--- src/rtl/irm_pkg.sv ---
// Shared types and constants for the Ising ring Metropolis update block.
// Used by irm_spin_ram, irm_flip_eval and ising_ring_metropolis_update.
package irm_pkg;

    // Ring geometry: spins are stored as rows of ROW_W bits
    localparam int SITES  = 2048;
    localparam int ROW_W  = 32;
    localparam int ROWS   = SITES / ROW_W;
    localparam int ROW_AW = $clog2(ROWS);
    localparam int BIT_W  = $clog2(ROW_W);

    // Field widths of the stream beats
    localparam int SITE_W = 11;
    localparam int RND_W  = 16;
    localparam int THR_W  = 16;
    localparam int SUM_W  = 13;
    localparam int MAG_W  = 12;
    localparam int RES_W  = 1 + MAG_W + SUM_W;
    localparam int TDATA_W = 32;

    // Item kinds carried in tuser
    localparam logic OP_INIT  = 1'b0;
    localparam logic OP_TRIAL = 1'b1;

    typedef logic [ROW_W-1:0]  t_row;
    typedef logic [ROW_AW-1:0] t_row_addr;
    typedef logic [BIT_W-1:0]  t_bit_idx;

    // Outcome of one trial, handed from the evaluator to the sequencer
    typedef struct packed {
        logic               flip;
        t_row               new_row;
        logic signed [SUM_W-1:0] next_sum;
        logic signed [SUM_W-1:0] next_energy;
    } t_eval;

endpackage

--- src/rtl/irm_spin_ram.sv ---
// Spin storage: ROWS x ROW_W bits, one write port, two registered read ports.
// Depends on irm_pkg for row types.
module irm_spin_ram (
    input  logic               i_clk,
    input  logic               i_we,
    input  irm_pkg::t_row_addr i_waddr,
    input  irm_pkg::t_row      i_wdata,
    input  logic               i_re,
    input  irm_pkg::t_row_addr i_raddr_a,
    input  irm_pkg::t_row_addr i_raddr_b,
    output irm_pkg::t_row      o_rdata_a,
    output irm_pkg::t_row      o_rdata_b
);

    irm_pkg::t_row r_mem [irm_pkg::ROWS];
    irm_pkg::t_row r_rdata_a;
    irm_pkg::t_row r_rdata_b;

    // Write the row
    always_ff @(posedge i_clk) begin
        if (i_we) begin
            r_mem[i_waddr] <= i_wdata;
        end
    end

    // Read both rows into the output registers
    always_ff @(posedge i_clk) begin
        if (i_re) begin
            r_rdata_a <= r_mem[i_raddr_a];
            r_rdata_b <= r_mem[i_raddr_b];
        end
    end

    assign o_rdata_a = r_rdata_a;
    assign o_rdata_b = r_rdata_b;

endmodule

--- src/rtl/irm_flip_eval.sv ---
// Metropolis decision for one site: neighbor lookup, energy class, accept test,
// updated row and sums. Depends on irm_pkg for row types and t_eval.
module irm_flip_eval (
    input  irm_pkg::t_row                       i_row_a,
    input  irm_pkg::t_row                       i_row_b,
    input  irm_pkg::t_bit_idx                   i_bit,
    input  logic                                i_in_range,
    input  logic [irm_pkg::RND_W-1:0]           i_rnd,
    input  logic [irm_pkg::THR_W-1:0]           i_thr,
    input  logic signed [irm_pkg::SUM_W-1:0]    i_spin_sum,
    input  logic signed [irm_pkg::SUM_W-1:0]    i_energy,
    output irm_pkg::t_eval                      o_eval
);

    irm_pkg::t_bit_idx bit_m1;
    irm_pkg::t_bit_idx bit_p1;
    logic spin;
    logic left_spin;
    logic right_spin;
    logic uphill;
    logic downhill;
    logic flip;

    // Pick the spin and its two neighbors; edges of the row come from row b
    assign bit_m1     = i_bit - 1'b1;
    assign bit_p1     = i_bit + 1'b1;
    assign spin       = i_row_a[i_bit];
    assign left_spin  = (i_bit == '0) ? i_row_b[irm_pkg::ROW_W-1] : i_row_a[bit_m1];
    assign right_spin = (i_bit == irm_pkg::BIT_W'(irm_pkg::ROW_W-1)) ? i_row_b[0]
                                                                    : i_row_a[bit_p1];

    // Energy change is +4 when both neighbors agree with the spin, -4 when both differ
    assign uphill   = (left_spin == spin) && (right_spin == spin);
    assign downhill = (left_spin != spin) && (right_spin != spin);
    assign flip     = i_in_range && (!uphill || (i_rnd <= i_thr));

    // Build the updated row and sums
    always_comb begin
        o_eval.flip        = flip;
        o_eval.new_row     = i_row_a ^ (irm_pkg::ROW_W'(1) << i_bit);
        o_eval.next_sum    = i_spin_sum;
        o_eval.next_energy = i_energy;
        if (flip) begin
            o_eval.next_sum = spin ? (i_spin_sum - irm_pkg::SUM_W'(2))
                                   : (i_spin_sum + irm_pkg::SUM_W'(2));
            if (uphill) begin
                o_eval.next_energy = i_energy + irm_pkg::SUM_W'(4);
            end else if (downhill) begin
                o_eval.next_energy = i_energy - irm_pkg::SUM_W'(4);
            end
        end
    end

endmodule

--- src/rtl/ising_ring_metropolis_update.sv ---
// Metropolis update of a 1-D Ising ring of 2048 spins (J = 1). A trial beat
// (tuser = 1) issues, in the accepting cycle, the registered read of the
// site's row and its neighbor row from the spin RAM; the next cycle decides,
// writes the row back and loads the result into the output register, and no
// new beat is taken before that trial is decided. An init beat (tuser = 0)
// sets all spins up with a clearing pass that writes all 64 rows of the spin
// RAM (one 32-bit row per cycle), then returns its result; the same clearing
// pass runs after reset, during which no beat is accepted (threshold writes
// are always taken). One result beat follows every input beat; a finished
// result waits in the output register while the next input beat is taken, and a
// second result that finds the output register full is held and stalls the input.
module ising_ring_metropolis_update (
    input  logic                          i_clk,
    input  logic                          i_rst_n,
    // Acceptance threshold register
    input  logic                          i_cfg_we,
    input  logic [irm_pkg::THR_W-1:0]     i_cfg_wdata,
    // Input stream
    input  logic                          s_tvalid,
    output logic                          s_tready,
    input  logic [irm_pkg::TDATA_W-1:0]   s_tdata,   // site_index[10:0], random_value[26:11]
    input  logic [0:0]                    s_tuser,   // opcode[0]
    // Result stream
    output logic                          m_tvalid,
    input  logic                          m_tready,
    output logic [irm_pkg::TDATA_W-1:0]   m_tdata    // flipped[0], magnetization_abs[12:1],
                                                     // total_energy[25:13]
);

    localparam logic [1:0] ST_CLEAR = 2'd0;
    localparam logic [1:0] ST_IDLE  = 2'd1;
    localparam logic [1:0] ST_LOOK  = 2'd2;
    localparam logic [1:0] ST_PEND  = 2'd3;

    logic [1:0]                          r_state,  n_state;
    irm_pkg::t_row_addr                  r_clr_row, n_clr_row;
    logic                                r_init,   n_init;
    logic signed [irm_pkg::SUM_W-1:0]    r_spin_sum, n_spin_sum;
    logic signed [irm_pkg::SUM_W-1:0]    r_energy, n_energy;
    logic [irm_pkg::THR_W-1:0]           r_thr;
    irm_pkg::t_bit_idx                   r_bit;
    irm_pkg::t_row_addr                  r_row;
    logic [irm_pkg::RND_W-1:0]           r_rnd;
    logic                                r_in_range;
    logic [irm_pkg::RES_W-1:0]           r_pend;
    logic                                r_m_tvalid;
    logic [irm_pkg::TDATA_W-1:0]         r_m_tdata;

    logic                                accept;
    logic                                out_free;
    logic [irm_pkg::SITE_W-1:0]          in_site;
    irm_pkg::t_bit_idx                   in_bit;
    irm_pkg::t_row_addr                  in_row;
    irm_pkg::t_row_addr                  nb_row;
    logic                                mem_we;
    irm_pkg::t_row_addr                  mem_waddr;
    irm_pkg::t_row                       mem_wdata;
    irm_pkg::t_row                       row_a;
    irm_pkg::t_row                       row_b;
    irm_pkg::t_eval                      ev;
    logic                                res_valid;
    logic                                res_flip;
    logic signed [irm_pkg::SUM_W-1:0]    abs_sum;
    logic [irm_pkg::RES_W-1:0]           res_data;

    // Handshake
    assign s_tready = (r_state == ST_IDLE);
    assign accept   = s_tvalid && s_tready;
    assign out_free = !r_m_tvalid || m_tready;

    // Split the site into row and bit; pick the neighbor row for edge bits
    assign in_site = s_tdata[irm_pkg::SITE_W-1:0];
    assign in_bit  = in_site[irm_pkg::BIT_W-1:0];
    assign in_row  = in_site[irm_pkg::BIT_W +: irm_pkg::ROW_AW];
    always_comb begin
        if (in_bit == '0) begin
            nb_row = (in_row == '0) ? irm_pkg::ROW_AW'(irm_pkg::ROWS-1) : in_row - 1'b1;
        end else begin
            nb_row = (in_row == irm_pkg::ROW_AW'(irm_pkg::ROWS-1)) ? '0 : in_row + 1'b1;
        end
    end

    irm_spin_ram u_ram (
        .i_clk     (i_clk),
        .i_we      (mem_we),
        .i_waddr   (mem_waddr),
        .i_wdata   (mem_wdata),
        .i_re      (accept),
        .i_raddr_a (in_row),
        .i_raddr_b (nb_row),
        .o_rdata_a (row_a),
        .o_rdata_b (row_b)
    );

    irm_flip_eval u_eval (
        .i_row_a    (row_a),
        .i_row_b    (row_b),
        .i_bit      (r_bit),
        .i_in_range (r_in_range),
        .i_rnd      (r_rnd),
        .i_thr      (r_thr),
        .i_spin_sum (r_spin_sum),
        .i_energy   (r_energy),
        .o_eval     (ev)
    );

    // Sequencer: clearing pass, trial read, write-back, result hand-off
    always_comb begin
        n_state    = r_state;
        n_clr_row  = r_clr_row;
        n_init     = r_init;
        n_spin_sum = r_spin_sum;
        n_energy   = r_energy;
        mem_we     = 1'b0;
        mem_waddr  = r_row;
        mem_wdata  = ev.new_row;
        res_valid  = 1'b0;
        res_flip   = 1'b0;
        unique case (r_state)
            ST_CLEAR: begin
                mem_we    = 1'b1;
                mem_waddr = r_clr_row;
                mem_wdata = '1;
                n_clr_row = r_clr_row + 1'b1;
                if (r_clr_row == irm_pkg::ROW_AW'(irm_pkg::ROWS-1)) begin
                    n_clr_row = '0;
                    n_init    = 1'b0;
                    if (r_init) begin
                        res_valid = 1'b1;
                    end else begin
                        n_state = ST_IDLE;
                    end
                end
            end
            ST_IDLE: begin
                if (accept) begin
                    if (s_tuser[0] == irm_pkg::OP_INIT) begin
                        n_state    = ST_CLEAR;
                        n_init     = 1'b1;
                        n_spin_sum = irm_pkg::SUM_W'(irm_pkg::SITES);
                        n_energy   = -irm_pkg::SUM_W'(irm_pkg::SITES);
                    end else begin
                        n_state = ST_LOOK;
                    end
                end
            end
            ST_LOOK: begin
                mem_we     = ev.flip;
                res_valid  = 1'b1;
                res_flip   = ev.flip;
                n_spin_sum = ev.next_sum;
                n_energy   = ev.next_energy;
            end
            ST_PEND: begin
                if (out_free) begin
                    n_state = ST_IDLE;
                end
            end
            default: begin
                n_state = ST_IDLE;
            end
        endcase
        if (res_valid) begin
            n_state = out_free ? ST_IDLE : ST_PEND;
        end
    end

    // Pack the result from the updated sums
    assign abs_sum  = n_spin_sum[irm_pkg::SUM_W-1] ? -n_spin_sum : n_spin_sum;
    assign res_data = {n_energy, abs_sum[irm_pkg::MAG_W-1:0], res_flip};

    // Control state and sums
    always_ff @(posedge i_clk) begin
        if (!i_rst_n) begin
            r_state    <= ST_CLEAR;
            r_clr_row  <= '0;
            r_init     <= 1'b0;
            r_spin_sum <= irm_pkg::SUM_W'(irm_pkg::SITES);
            r_energy   <= -irm_pkg::SUM_W'(irm_pkg::SITES);
            r_thr      <= '0;
            r_m_tvalid <= 1'b0;
        end else begin
            r_state    <= n_state;
            r_clr_row  <= n_clr_row;
            r_init     <= n_init;
            r_spin_sum <= n_spin_sum;
            r_energy   <= n_energy;
            if (i_cfg_we) begin
                r_thr <= i_cfg_wdata;
            end
            if ((res_valid && out_free) || (r_state == ST_PEND && out_free)) begin
                r_m_tvalid <= 1'b1;
            end else if (m_tready) begin
                r_m_tvalid <= 1'b0;
            end
        end
    end

    // Latch the trial item and move results
    always_ff @(posedge i_clk) begin
        if (accept) begin
            r_bit      <= in_bit;
            r_row      <= in_row;
            r_rnd      <= s_tdata[irm_pkg::SITE_W +: irm_pkg::RND_W];
            r_in_range <= (32'(in_site) < irm_pkg::SITES);
        end
        if (res_valid && !out_free) begin
            r_pend <= res_data;
        end
        if (res_valid && out_free) begin
            r_m_tdata <= {{(irm_pkg::TDATA_W-irm_pkg::RES_W){1'b0}}, res_data};
        end else if (r_state == ST_PEND && out_free) begin
            r_m_tdata <= {{(irm_pkg::TDATA_W-irm_pkg::RES_W){1'b0}}, r_pend};
        end
    end

    assign m_tvalid = r_m_tvalid;
    assign m_tdata  = r_m_tdata;

    // A held result always sits behind a full output register
    a_pend_full: assert property (@(posedge i_clk) disable iff (!i_rst_n)
        (r_state == ST_PEND) |-> r_m_tvalid)
        else $error("pending result without a full output register");

    // Trial write-back only for sites on the ring
    a_wb_range: assert property (@(posedge i_clk) disable iff (!i_rst_n)
        (r_state == ST_LOOK && mem_we) |-> r_in_range)
        else $error("row written for an out-of-range site");

    // A flip moves the spin sum by exactly two
    a_sum_step: assert property (@(posedge i_clk) disable iff (!i_rst_n)
        (r_state == ST_LOOK && ev.flip) |=>
        ((r_spin_sum - $past(r_spin_sum) == irm_pkg::SUM_W'(2)) ||
         ($past(r_spin_sum) - r_spin_sum == irm_pkg::SUM_W'(2))))
        else $error("spin sum moved by other than two");

    // Ring energy of an even ring stays even
    a_energy_even: assert property (@(posedge i_clk) disable iff (!i_rst_n)
        (r_state == ST_LOOK) |=> (r_energy[0] == 1'b0))
        else $error("ring energy became odd");

endmodule
--- config.mk ---
export PLATFORM = sky130hd
export DESIGN_NAME = ising_ring_metropolis_update
export DESIGN_NICKNAME = d
export VERILOG_FILES = /design/src/rtl/irm_pkg.sv /design/src/rtl/irm_spin_ram.sv /design/src/rtl/irm_flip_eval.sv /design/src/rtl/ising_ring_metropolis_update.sv
export SDC_FILE = /design/constraint.sdc
export NUM_CORES = 2
export LEC_CHECK = 0
export ABC_AREA = 1
export BUFFER_PORTS_ARGS = -buffer_cell sky130_fd_sc_hd__buf_2
export CORE_MARGIN = 3
export CORE_UTILIZATION = 25
export DETAILED_ROUTE_END_ITERATION = 6
export PLACE_DENSITY = 0.35
export SLEW_MARGIN = 20
export SYNTH_ARGS = -nofsm -noshare
export SYNTH_HDL_FRONTEND = slang
export SYNTH_SLANG_ARGS = --single-unit
export TNS_END_PERCENT = 20
--- constraint.sdc ---
create_clock -name i_clk -period 10.7 [get_ports i_clk]
set_input_delay 2.14 -clock i_clk [delete_from_list [all_inputs] [get_ports i_clk]]
set_output_delay 2.14 -clock i_clk [all_outputs]
set_load 0.02 [all_outputs]
==> results.cfg <==
[floorplan]
start_util_pct = 25.1
coreArea_um2 = 359000
die-height_um = 607
io_pins = 88
fp.dieArea_um2 = 369000
num_rows = 220
die_w_um = 607

[clock_network]
cts_num_sinks = 2213
numCtsBuffers = 266
post_cts_buffers = 0
clock_path_buffers = 4
cts_tree = built
cts_resized = 0
clk_pin_slew_worst_paths_ns = 0.06
cts_htree_levels = 5
cts_hold_buf = 0
cts.root.buffer_cell = clkbuf_16
clock_latency_ns = 0.90

[setup_path]
r2r_end = u_ram.r_mem[41][10]
critPathMaxStageDelay_ns = 1.18
cp-startpoint = r_bit[1]
critPathLaunchType = flop
cp_max_fo = 19
cp.arrival_ns = 7.50
crit_top_cell = nand3_1
crit_required_ns = 11.22
critPathKind = reg -> reg
r2r-start = r_bit[1]
worstSetupEndpointType = flop
cpMaxStageDelayCell = nor2_4
path_cells = inv_2 > ha_1 > inv_2 > nand3_1 > nand3_1 > nand3_1 > nand3_1 > nand2_1 > nand2_1 > nand3_1 > nand2_2 > nand3_2 > nand2_4 > nand2_1 > nand4_1 > nor2_4 > buf_4
reg2reg_depth = 17
rrSetupSlack_ns = 3.73

[timing]
period_needed_ns = 6.97
fin_worst_skew_ns = 0.0629
finalSetupTns_ns = 0
rsz0062_at_grt = no
slew_headroom_pct = 13.2
worst_slew_pin_slew_ns = 1.29
clock.fmax_mhz = 143
period_share_pct = 65.2
hold_viol = 0
finalSetupViolCount = 0
slew_violations = 0

[power_and_ir_drop]
switching_share_pct = 29.1
power_frac_comb_pct = 16.0
irDropWorstVdd_mv = 0.106
clockPowerShare_pct = 36.9
powerDensity_nw_per_um2 = 223
seq_power_share_pct = 47.1
switching_power_mw = 6.87
p_int_mw = 16.7
p_leak_nw = 32.6

[routing]
ant_nets = 0
drt_iter0_markers = 5475
drc = 0
num_vias = 59318
route.detailed.wl_per_inst_um = 27.4
dr.pass1.iters = 5
vias_per_cell = 4.92
postRouteWirelength_mm = 330

[global_routing]
track_usage_pct = 17.4
grt_max_degree = 170
grt_pass1_wl_mm = 462
antenna_found_initial = 15
grt_pass1_vias = 58016
grt_overflow = 0

[finish]
drive_gt1_share_pct = 10.6
num-nets-final = 7181
area_growth_pct = 16.8
stdcell_area_um2 = 106000

[placed_design]
place.gp.congestion = 0.811
portBuffers = 76
placed_area_um2 = 97400
dp_hpwl_mm = 171

[hold_path]
hp-class = reg -> reg
holdPathEnd = r_thr[3]
hp-start = r_thr[3]
min_path_cells = 2

[status]
status = completed

[yosys]
ys_seq_area_share_pct = 72.9
synth_cells = 7044
synth-warning-count = 0
ys_seq_elements = 2213
synth_ff_type = edfxtp_1
synth_enable_flop_cells = 2161
synthDistinctLibCells = 50
syn_area_per_cell_um2 = 12.8
synthesis.area_um2 = 90400
synth-async-reset-ratio_pct = 0

[job]
maxCapViolCount = 0
[critical path, delay by kind of cell (launching register included)]
kind	cells	cell delay, ns
flip-flops	1	0.78
AND/OR/NAND/NOR	13	3.87
adder cells (fa/ha/maj)	1	0.76
buffers and inverters	3	1.11
[registers in the layout, indices dropped and copies added, names as in the netlist, 5 cells and up]
| signal | count |
|---|---|
| u_ram.r_mem | 2048 |
| r_pend | 26 |
| r_row | 6 |
| m_tdata | 26 |
| u_ram.o_rdata_a | 32 |
| r_bit | 5 |
| r_energy | 13 |
| r_rnd | 16 |
| r_clr_row | 6 |
| r_thr | 16 |
| r_spin_sum | 13 |
[stage by stage]
stage | utilization (%) | setup WS (ns) | instances | power (mW) | hold slack (ns)
3_3_place_gp | 27.1 | 3.80 | 11582 | 15.1 | 0.452
2_1_floorplan | - | 5.44 | 7049 | 13.3 | 0.435
3_5_place_dp | 27.1 | 3.79 | 11585 | 15.1 | 0.459
4_1_cts | 29.4 | 3.74 | 12047 | 23.9 | 0.467
6_report | 29.4 | 3.73 | 12054 | 23.6 | 0.462
5_1_grt | 29.4 | 3.41 | 12050 | 24.6 | 0.473
[cells in the mapped netlist (26+ instances only)]
library cell     n  share of area [%]
edfxtp_1      2161                 72
nor2_1        1237                5.1
o21ai_0       1194                6.6
clkbuf_1       455                1.9
o221ai_1       365                3.5
nand2_1        328                1.4
nand3_1        262                1.5
o22ai_1        177                1.2
inv_1          176               0.73
o211ai_1       167                1.4
a21oi_1        121               0.67
a21boi_0        62               0.51
dfxtp_1         52                1.2
ha_1            45               0.62
a2111o_1        30               0.37
buf_1           26               0.11
[routing by layer]
metal / wire length (µm) / vias up / GRT usage, % / share of wire [%]
met3: 15200 / 378 / 2.18 / 4.6
met1: 150000 / 30628 / 23.8 / 45
met4: 8590 / 0 / 4.71 / 2.6
li1: - / 26719 / - / -
met5: 0 / - / 0 / 0
met2: 157000 / 1593 / 28.8 / 47
[layout make-up]
type | instances | area [µm²]
Tap cell | 4773 | 5970
Multi-Input combinational cell | 4137 | 22600
Clock buffer | 356 | 7160
Antenna cell | 6 | 15.0
Inverter | 189 | 743
Timing Repair Buffer | 274 | 2160
Clock inverter | 106 | 1030
Fill cell | 36446 | 254000
Sequential cell | 2213 | 65900
[logic make-up (layout without fill, tap and decap cells)]
family          count (synthesis)  count (layout)  share of synthesized area [%]
buf+inv                       699             925                           3.02
compound gates               2156            2156                           14.6
xor+xnor                       17              17                          0.173
fa+ha+maj                      46              46                          0.645
simple gates                 1910            1910                           8.57
flops                        2213            2213                           72.9
mux                             2               2                         0.0221
other cells                     1              12                        0.00415
[power groups by stage]
stage,combinational (mW),clock [mW],sequential [mW]
after global placement,3.79,0,11.3
after floorplan,1.86,0,11.4
after CTS,3.85,8.98,11.1
final,3.78,8.69,11.1
after global routing,4.11,9.32,11.2
after detailed placement,3.84,0,11.3
[worst max-delay path by stage]
stage                                endpoint  slack (ns)  depth (start not counted)
after detailed placement  u_ram.r_mem[41][10]        3.79                         17
after CTS                 u_ram.r_mem[41][17]        3.74                         17
after global routing      u_ram.r_mem[41][10]        3.41                         17
final                     u_ram.r_mem[41][10]        3.73                         17
after global placement     u_ram.r_mem[41][2]        3.80                         17
after floorplan            u_ram.o_rdata_b[0]        5.44                         18
[cell usage in the layout, fill, tap and decap left out, types with 17 or more instances in the layout]
| master | instances |
|---|---|
| nand2_1 | 326 |
| o21ai_0 | 1167 |
| o21ai_1 | 19 |
| buf_4 | 180 |
| o21ai_4 | 26 |
| nand4_1 | 19 |
| a21boi_0 | 44 |
| a21boi_1 | 18 |
| nor2_4 | 73 |
| o22ai_1 | 177 |
| a21oi_1 | 120 |
| dfxtp_1 | 52 |
| inv_1 | 171 |
| clkinv_1 | 46 |
| nor2_1 | 1169 |
| buf_2 | 72 |
| o221ai_1 | 365 |
| nor3_1 | 17 |
| edfxtp_1 | 2161 |
| clkbuf_16 | 274 |
| ha_1 | 45 |
| o211ai_1 | 167 |
| clkbuf_1 | 82 |
| nand3_1 | 256 |
| a2111o_1 | 30 |
| clkinv_2 | 29 |
No activity file was read; power rests on OpenSTA's default activity.
